## config.mk

```make
export PLATFORM = sky130hd
export DESIGN_NAME = kld_ctrl
export DESIGN_NICKNAME = d
export VERILOG_FILES = /design/src/rtl/kld_pkg.sv /design/src/rtl/kld_ctrl.sv
export SDC_FILE = /design/constraint.sdc
export NUM_CORES = 1
export LEC_CHECK = 0
export BUFFER_PORTS_ARGS = -buffer_cell sky130_fd_sc_hd__buf_2
export CAP_MARGIN = 30
export CORE_MARGIN = 2
export CORE_UTILIZATION = 38
export CTS_CLUSTER_DIAMETER = 40
export DETAILED_ROUTE_END_ITERATION = 16
export PLACE_DENSITY = 0.66
export RECOVER_POWER = 50
export SLEW_MARGIN = 0
export SYNTH_ARGS = -nofsm -noshare
export SYNTH_HDL_FRONTEND = slang
export SYNTH_SLANG_ARGS = --single-unit
export TNS_END_PERCENT = 30
```

## constraint.sdc

```tcl
create_clock -name clock -period 2.3 [get_ports clock]
set_input_delay 0 -clock clock [delete_from_list [all_inputs] [get_ports clock]]
set_output_delay 0 -clock clock [all_outputs]
set_load 0.1 [all_outputs]
```

## src/rtl/kld_pkg.sv

```systemverilog
// Package for the weighted KL divergence accumulator.
// Holds payload structs, controller/datapath command types and arithmetic constants.
// No dependencies.
package kld_pkg;

   // fixed point format of the element fields
   localparam int FRACTION_BITS = 16;

   // log2 recurrence: fraction bits and squaring steps
   localparam int LOG_FRAC = 28;
   localparam int LOG_CNT_W = $clog2(LOG_FRAC);

   // ln2 in Q30 and the shift that brings the log difference to FRACTION_BITS
   localparam logic [63:0] LN2_Q30 = 64'd744261118;
   localparam int LN_SH = LOG_FRAC + 30 - FRACTION_BITS;

   // magnitude of L after scaling: below 2^(5+FRACTION_BITS)
   localparam int LMAG_W = FRACTION_BITS + 6;

   // serial multiplier: 64 x 64 operands, one byte of B per step
   localparam int MUL_STEPS = 8;
   localparam int MUL_CNT_W = 4;

   typedef struct packed {
      logic signed [31:0] argument;
      logic signed [31:0] reference;
      logic signed [31:0] domain_weight;
      logic               last_element;
   } req_type;

   typedef struct packed {
      logic signed [31:0] derivative;
      logic signed [47:0] divergence_total;
      logic               last_out;
      logic               bad_argument;
      logic               saturated;
   } rsp_type;

   // multiplications done in turn per item
   typedef enum logic [1:0] {
      OP_LN   = 2'd0,
      OP_DER  = 2'd1,
      OP_XL   = 2'd2,
      OP_TERM = 2'd3
   } op_type;

   typedef struct packed {
      logic   load;
      logic   log_step;
      logic   mul_load;
      logic   mul_step;
      logic   mul_store;
      logic   emit;
      op_type op;
   } cmd_type;

   typedef struct packed {
      logic out_free;
   } status_type;

endpackage

```

## src/rtl/kld_ctrl.sv

```systemverilog
// Sequencer for the KL divergence accumulator: accept, log recurrence,
// four serial multiplications, emit. Depends on kld_pkg.
module kld_ctrl (
   input  logic                clock,
   input  logic                reset,
   input  logic                req_valid,
   output logic                req_ready,
   input  kld_pkg::status_type status,
   output kld_pkg::cmd_type    cmd
);
   import kld_pkg::*;

   typedef enum logic [3:0] {
      ST_IDLE = 4'b0001,
      ST_LOG  = 4'b0010,
      ST_MUL  = 4'b0100,
      ST_EMIT = 4'b1000
   } state_type;

   localparam int CNT_W = (LOG_CNT_W > MUL_CNT_W) ? LOG_CNT_W : MUL_CNT_W;

   state_type         state_ff, state_in;
   logic [CNT_W-1:0]  cnt_ff, cnt_in;
   op_type            op_ff, op_in;

   assign req_ready = (state_ff == ST_IDLE);

   // next state and commands
   always_comb begin
      state_in      = state_ff;
      cnt_in        = cnt_ff;
      op_in         = op_ff;
      cmd           = '0;
      cmd.op        = op_ff;
      case (state_ff)
         ST_IDLE: begin
            if (req_valid) begin
               cmd.load = 1'b1;
               state_in = ST_LOG;
               cnt_in   = '0;
            end
         end
         ST_LOG: begin
            cmd.log_step = 1'b1;
            if (cnt_ff == CNT_W'(LOG_FRAC - 1)) begin
               state_in = ST_MUL;
               cnt_in   = '0;
               op_in    = OP_LN;
            end else begin
               cnt_in = cnt_ff + 1'b1;
            end
         end
         ST_MUL: begin
            // count 0 loads operands, then one step per byte, then store
            if (cnt_ff == '0) begin
               cmd.mul_load = 1'b1;
            end else if (cnt_ff <= CNT_W'(MUL_STEPS)) begin
               cmd.mul_step = 1'b1;
            end else begin
               cmd.mul_store = 1'b1;
            end
            if (cnt_ff == CNT_W'(MUL_STEPS + 1)) begin
               cnt_in = '0;
               case (op_ff)
                  OP_LN:   op_in = OP_DER;
                  OP_DER:  op_in = OP_XL;
                  OP_XL:   op_in = OP_TERM;
                  default: state_in = ST_EMIT;
               endcase
            end else begin
               cnt_in = cnt_ff + 1'b1;
            end
         end
         ST_EMIT: begin
            if (status.out_free) begin
               cmd.emit = 1'b1;
               state_in = ST_IDLE;
            end
         end
         default: state_in = ST_IDLE;
      endcase
   end

   always_ff @(posedge clock) begin
      if (reset) begin
         state_ff <= ST_IDLE;
         cnt_ff   <= '0;
         op_ff    <= OP_LN;
      end else begin
         state_ff <= state_in;
         cnt_ff   <= cnt_in;
         op_ff    <= op_in;
      end
   end

endmodule

```

==> metrics.cfg, run 1 <==
[run_status]
status=completed

[floorplanning]
row_count=16
coreArea_um2=1900
dieArea_um2=2350
pin_count=13
die-width_um=48.4
start_util=0.395
dieHeight_um=48.4

[yosys]
synth_area_um2=751
seq_area_frac_synth=0.293
netlist_instances=84
synth_edf_count=0
synth_cell_types=38
synth_flop_cell=dfxtp_1
synth_area_per_cell_um2=8.94
ys_warn_count=0
syn_nets=95
synth_seq_cells=11
async_flop_share=0

[clocking]
post-cts-setup-buffers=0
cts_root_buf=clkbuf_4
clk_latency_ns=0.26
cts.path.max_buffers=2
clock-sinks=11
cts_resized=0
cts_buffers=3
clk_pin_slew_worst_paths_ns=0.08
hold_buffers=0
cts_tree=yes
htree_levels=1

[cells_and_area]
finalInstanceArea_um2=866
area_growth_pct=15.3
drive_gt1_frac=0.214
nFillCells=198
antenna-diode-count=0
fin_nets=110
final_cells=125

[detailed_routing]
route.detailed.drc=0
dr.first_iter.drc_count=14
wire_per_inst_um=11.8
drt-vias-per-instance=5.16
ant_nets=0
vias=645
wl_mm=1.48
drt_first_pass_iters=4

[timing]
rsz0062_at_grt=no
worst_slew_pin_slew_ns=1.15
finalCriticalPeriod_ns=2.04
fmax_mhz=490
slew_headroom=0.233
skew_ns=0.00439
hold_violations=0
period_share=0.887
drv_slew=0
finalSetupViolCount=0
worst_slack_ns=0.261

[critical_path]
r2r.worst_path.cells=4
start_kind=flop
crit_arrival_ns=2.21
crit_type=reg -> reg
path_cells=or4b_1, o22ai_1, nand2b_4, o311ai_2
cp_max_fo=7
endpoint_kind=flop
crit_required_ns=2.47
cpMaxStageDelayCell=or4b_1
r2r_slack_ns=0.26
cpPeakStageDelay_ns=0.60

[placement]
dp.cells=121
io_buffers=12
post-place-ws_ns=0.527
dp_hpwl_mm=1.14
placed_cell_area_um2=865
place.gp.congestion=0.800

[global_route]
overflow=0
antenna_found_initial=0
grt.total_usage=0.136
grt_pass1_wl_mm=2.53
grt_pass1_vias=609
grt_max_degree=13

[power]
irDropWorstVdd_uv=208
p_per_area_nw_per_um2=484
p_leak_nw=0.351

[worst_hold_path]
holdPathStages=3
hold_path.class=in -> reg

[job]
drv_cap=0

[layout by cell type, fill, tap and decap left out, drive strengths merged]
master	n
and4	1
inv	6
a22oi	2
nand2b	5
o21ba	1
nor4b	3
nand4b	1
buf	9
and4bb	1
a31oi	2
nand2	6
xor2	1
and4b	1
xnor2	1
a21oi	4
o311ai	1
nor4	2
nor2	4
dfxtp	11
o22ai	1
a211oi	1
and2	1
or4b	2
a21o	2
o21ai	3
nor3b	1
a2111oi	1
a311oi	1
or2	1
nor3	2
clkbuf	9
or3	1
ha	7
nand3	3
[logic make-up after synthesis]
family          Yosys count  share of synthesized area
simple gates             35                      0.310
buf+inv                  10                     0.0583
fa+ha+maj                 7                      0.117
compound gates           19                      0.198
flops                    11                      0.293
xor+xnor                  2                     0.0233
[path summary, 6_finish.rpt]
check	startpoint	to
worst min register to register	cnt_ff[0]	cnt_ff[0]
worst max register to register	state_ff[2]	cnt_ff[4]
worst max-delay path	state_ff[2]	cnt_ff[4]
worst min-delay path	status	state_ff[3]
[sequential cells by signal, indices dropped and copies added, names as in the netlist]
name	count
state_ff	4
op_ff	2
cnt_ff	5
[cell usage after synthesis (2+ instances only)]
cell      count  share of area
nand3_1       3          0.020
nor2_1        4          0.020
nand2_1       6          0.030
a22oi_1       2          0.020
ha_1          7           0.12
a21oi_1       4          0.027
a31oi_1       2          0.017
inv_1         6          0.030
dfxtp_1      11           0.29
nor4b_1       3          0.035
nand2b_1      4          0.033
nor3_1        2          0.013
o21ai_0       2          0.013
a21o_1        2          0.020
nor4_1        2          0.017
buf_2         2          0.013
[layout make-up]
cell class | count | area [µm²] | share of cell area
tap | 27 | 33.8 | 0.0390
multi-input combinational | 63 | 495 | 0.572
inverter | 6 | 22.5 | 0.0260
clock buffer | 4 | 26.3 | 0.0303
timing repair buffer | 14 | 67.6 | 0.0780
sequential | 11 | 220 | 0.254
[per-stage QoR]
step                power (mW)  TNS [ns]  utilization  hold WS (ns)
detailed placement       0.293         0        0.455         0.313
finish                   0.419         0        0.455        0.0320
global placement         0.292         0        0.455         0.298
global route             0.438         0        0.455        0.0503
CTS                      0.427         0        0.468        0.0243
floorplan                0.276    -0.526            -         0.159
[report_power, final]
| part | internal (mW) | switching (mW) | total [mW] |
|---|---|---|---|
| combinational | 0.0215 | 0.0627 | 0.0842 |
| clock | 0.0670 | 0.0660 | 0.133 |
| sequential | 0.195 | 0.00681 | 0.202 |
[critical path: cells and delay by family, from the launching register on]
| kind | cells | cell delay [ns] |
|---|---|---|
| DFF | 1 | 0.44 |
| and+or+nand+nor | 2 | 0.70 |
| AOI/OAI and AO/OA | 2 | 0.81 |
[routing by layer]
layer | track usage | wire length (µm) | up-vias | share of wire
met5 | 0 | 0 | - | 0
met4 | 0.0476 | 13 | 0 | 0.0088
met1 | 0.165 | 708 | 300 | 0.48
met3 | 0.0278 | 26 | 2 | 0.018
met2 | 0.241 | 728 | 9 | 0.49
li1 | - | - | 334 | -
Power figures use the tool's default switching activity.
==> run 2: changes to the inputs <==
==> constraint.sdc (replaced) <==
create_clock -name clock -period 2.3 [get_ports clock]
set_input_delay 0.23 -clock clock [delete_from_list [all_inputs] [get_ports clock]]
set_output_delay 0.23 -clock clock [all_outputs]
set_load 0.1 [all_outputs]
==> metrics.cfg, run 2 (same netlist as run 1, synthesis figures left out) <==
[cells_and_area]
largest_reg_flops=5  ; unchanged
final_util=0.470  ; +0.0151
area_growth_pct=19.2
fin_nets=109  ; -0.91%
most-common-layout-cells=9 x dfxtp_1, 7 x ha_1, 7 x buf_2
largest_register=cnt_ff
antenna-diode-count=0  ; unchanged
nFillCells=196  ; -1.0%
finalInstanceArea_um2=895  ; +3.3%
drive_gt1_frac=0.247  ; +0.0331
layout_commonest_cell=dfxtp_1
largestRegisters=cnt_ff: 5 flops, state_ff: 4 flops, op_ff: 2 flops

[global_route]
grt_use_met1=0.198  ; +0.0329
antenna_found_initial=0  ; unchanged
busiest_layer=met2
grt_use_met2=0.248  ; +0.00694
gr-usage-met3=0.0340  ; +0.00617
grt_max_degree=13  ; unchanged
grt_pass1_wl_mm=2.81  ; +11%
overflow=0  ; unchanged
grt.total_usage=0.152  ; +0.0157
grt_pass1_vias=622  ; +2.1%

[timing]
worst_slew_pin_slew_ns=1.15  ; -0.00181 ns
slew_headroom=0.235  ; +0.00120
period_share=0.935  ; +0.0486
setup_tns_ns=0  ; unchanged
finalCriticalPeriod_ns=2.15  ; +0.112 ns
drv_slew=0  ; unchanged
fmax_mhz=465  ; -5.2%
skew_ns=0.00270  ; -0.00169 ns
worst_slack_ns=0.149  ; -0.112 ns
hold_violations=0  ; unchanged
finalSetupViolCount=0  ; unchanged
rsz0062_at_grt=no

[critical_path]
start_kind=flop
timing.rr.start=state_ff[2]
cp_max_fo=6  ; -1
endpoint_kind=primary output
cpPeakStageDelay_ns=0.62  ; +0.02 ns
path_cells=or4b_1, nor2_1, buf_2
cpMaxStageDelayCell=or4b_1
crit_required_ns=2.07  ; -0.40 ns
crit_start=state_ff[2]
crit_type=reg -> out
crit_arrival_ns=1.92  ; -0.29 ns

[clocking]
cts_buffers=3  ; unchanged
cts.path.max_buffers=2  ; unchanged
cts_tree=yes
clock-sinks=11  ; unchanged
clk_latency_ns=0.27  ; about the same
cts_root_buf=clkbuf_4
cts_resized=0  ; unchanged
hold_buffers=0  ; unchanged
clk_pin_slew_worst_paths_ns=0.08  ; about the same
htree_levels=1  ; unchanged
post-cts-setup-buffers=0  ; unchanged

[floorplanning]
row_count=16  ; unchanged
pin_count=13  ; unchanged
start_util=0.395  ; unchanged
dieArea_um2=2350  ; unchanged
coreArea_um2=1900  ; unchanged
die-width_um=48.4  ; unchanged
dieHeight_um=48.4  ; unchanged

[placement]
dp_hpwl_mm=1.21  ; +6.6%
post-place-ws_ns=0.338  ; -0.190 ns
io_buffers=12  ; unchanged
placed_cell_area_um2=890  ; +2.9%
place.gp.congestion=0.730  ; -8.7%

[power]
p_per_area_nw_per_um2=471  ; -2.6%
p_leak_nw=0.346  ; -1.6%
irDropWorstVdd_uv=180  ; -14%

[detailed_routing]
wl_mm=1.58  ; +6.7%
ant_nets=0  ; unchanged
route.detailed.drc=0  ; unchanged
dr.first_iter.drc_count=10  ; -4
drt_first_pass_iters=3  ; -1
vias=639  ; -0.93%
drt-vias-per-instance=5.15  ; -0.13%
wire_per_inst_um=12.7  ; +7.6%

[worst_hold_path]
hold_path.class=in -> reg
min-delay-start=status

[job]
drv_cap=0  ; unchanged

[run_status]
status=completed

-- run 2: changes by cell type in the layout (fill, tap and decap cells not counted), sizes merged --
cell,before,now
buf,9,8
clkinvlp,0,1
inv,6,5
-- run 2: final cells by class --
class	instances	area, µm²	share of cell area
multi-input combinational	63	504	0.564
sequential	11	225	0.252
timing repair buffer	13	78.8	0.0881
tap	27	33.8	0.0378
clock buffer	4	26.3	0.0294
inverter	6	26.3	0.0294
-- run 2: final timing paths --
kind            endpoint  slack [ns]  cells past startpoint
min          state_ff[3]        0.27                      3
max               cmd[3]        0.15                      3
min reg2reg    cnt_ff[0]        0.55                      2
max reg2reg    cnt_ff[4]        0.23                      4
-- run 2: per-stage QoR --
stage,hold WS (ns),instances,power [mW]
2_1_floorplan,0.422,84,0.277
3_3_place_gp,0.543,120,0.290
3_5_place_dp,0.549,120,0.292
4_1_cts,0.265,124,0.429
5_1_grt,0.288,124,0.441
6_report,0.269,124,0.421
-- run 2: critical path: cells and delay by family (launching register included) --
family        cells  cell delay, ns
buf+inv           1            0.43
simple gates      2            0.78
flops             1            0.44
-- run 2: power by group --
group / internal [mW] / total (mW) / switching (mW)
clock network: 0.0671 / 0.136 / 0.0694
logic: 0.0208 / 0.0844 / 0.0636
registers: 0.194 / 0.200 / 0.00651
-- run 2: metal layers --
layer / share of wire / wire length, µm / vias to the layer above
met5: 0 / 0 / -
met3: 0.030 / 47 / 2
li1: - / - / 332
met2: 0.47 / 734 / 7
met1: 0.49 / 778 / 298
met4: 0.0089 / 14 / 0
==> run 3: changes to the inputs <==
MAX_ROUTING_LAYER = met4   (was default)
==> metrics.cfg, run 3 (same netlist as run 1, synthesis figures left out) <==
[run_status]
status=completed

[global_route]
grt_max_degree=13  ; unchanged
overflow=0  ; unchanged
antenna_found_initial=0  ; unchanged
grt_pass1_vias=622  ; unchanged
grt_pass1_wl_mm=2.82  ; +0.25%
grt.total_usage=0.157  ; +0.00431

[critical_path]
start_kind=flop
crit_required_ns=2.07  ; about the same
crit_type=reg -> out
crit_arrival_ns=1.92  ; about the same
r2r_slack_ns=0.19  ; -0.04 ns
cp_max_fo=6  ; unchanged
crit_start=state_ff[2]
endpoint_kind=primary output
timing.rr.start=state_ff[2]

[clocking]
cts_buffers=3  ; unchanged
clock-sinks=11  ; unchanged
cts.path.max_buffers=2  ; unchanged
cts_resized=0  ; unchanged
cts_tree=yes
clk_latency_ns=0.27  ; about the same
htree_levels=1  ; unchanged
hold_buffers=0  ; unchanged
post-cts-setup-buffers=0  ; unchanged
cts_root_buf=clkbuf_4
clk_pin_slew_worst_paths_ns=0.08  ; about the same

[detailed_routing]
vias=641  ; +0.31%
dr.first_iter.drc_count=10  ; unchanged
drt_first_pass_iters=4  ; +1
wire_per_inst_um=12.7  ; +0.13%
drt-vias-per-instance=5.17  ; +0.31%
route.detailed.drc=0  ; unchanged
ant_nets=0  ; unchanged
wl_mm=1.58  ; +0.13%

[power]
p_total_mw=0.420  ; -0.17%
p_per_area_nw_per_um2=470  ; -0.17%
irDropWorstVdd_uv=178  ; -0.96%
p_leak_nw=0.346  ; unchanged

[cells_and_area]
drive_gt1_frac=0.247  ; unchanged
most-common-layout-cells=9 x dfxtp_1, 7 x ha_1, 7 x buf_2
multi_input_area_um2=504  ; unchanged
ff_latch_area_um2=225  ; unchanged
largestRegisters=cnt_ff: 5 flops, state_ff: 4 flops, op_ff: 2 flops
largest_register=cnt_ff
layout_commonest_cell=dfxtp_1
area_growth_pct=19.2  ; unchanged
final_cells=124  ; unchanged
largest_reg_flops=5  ; unchanged
nFillCells=196  ; unchanged
antenna-diode-count=0  ; unchanged
fin_nets=109  ; unchanged

[placement]
io_buffers=12  ; unchanged
dp_hpwl_mm=1.21  ; unchanged
place.gp.congestion=0.739  ; +1.2%
dp.cells=120  ; unchanged
post-place-ws_ns=0.338  ; unchanged

[timing]
fmax_mhz=465  ; about the same
finalSetupViolCount=0  ; unchanged
drv_slew=0  ; unchanged
worst_slew_pin_slew_ns=1.15  ; -0.00000688 ns
period_share=0.934  ; about the same
skew_ns=0.00182  ; -0.000880 ns
worst_slack_ns=0.151  ; +0.00209 ns
hold_violations=0  ; unchanged
slew_headroom=0.235  ; about the same
rsz0062_at_grt=no
finalCriticalPeriod_ns=2.15  ; -0.00209 ns

[floorplanning]
dieArea_um2=2350  ; unchanged
die-width_um=48.4  ; unchanged
start_util=0.395  ; unchanged
row_count=16  ; unchanged
pin_count=13  ; unchanged
coreArea_um2=1900  ; unchanged
dieHeight_um=48.4  ; unchanged

[worst_hold_path]
min-delay-start=status
hold_path.class=in -> reg

[job]
drv_cap=0  ; unchanged

==> run 3: cell counts in the layout (fill, tap and decap cells not counted) <==
Identical to the previous run, type by type.
==> run 3: final timing paths <==
| path | cells after the start | end |
|---|---|---|
| worst max-delay path | 3 | cmd[3] |
| worst min-delay path | 3 | state_ff[3] |
| worst max register to register | 4 | cnt_ff[4] |
| worst min register to register | 2 | cnt_ff[0] |
==> run 3: stage by stage <==
step	setup TNS [ns]	utilization	hold slack, ns	area, µm²
floorplan	-0.590	-	0.422	795
global placement	0	0.468	0.543	890
detailed placement	0	0.468	0.549	890
CTS	0	0.482	0.265	916
global route	0	0.470	0.289	895
finish	0	0.470	0.270	895
==> run 3: power breakdown <==
part           leakage [nW]  internal [mW]  switching (mW)
logic                 0.240         0.0208          0.0637
clock network        0.0150         0.0670          0.0685
registers            0.0903          0.194         0.00650
total                 0.346          0.282           0.139
==> run 3: layout make-up <==
| type | instances | area share |
|---|---|---|
| tap | 27 | 0.0378 |
| clock buffer | 4 | 0.0294 |
| multi-input combinational | 63 | 0.564 |
| sequential | 11 | 0.252 |
| inverter | 6 | 0.0294 |
| timing repair buffer | 13 | 0.0881 |
==> run 3: worst max-delay path, cell delays in order (launching register included) <==
cell and delay, ns:
dfxtp_1 0.44, or4b_1 0.62, nor2_1 0.16, buf_2 0.43
==> run 3: routing by layer <==
metal / part of all wire / wire length (µm) / GRT usage
met1: 0.50 / 792 / 0.202
met2: 0.45 / 717 / 0.243
met3: 0.033 / 52 / 0.0340
met4: 0.0089 / 14 / 0.0571
met5: 0 / 0 / -
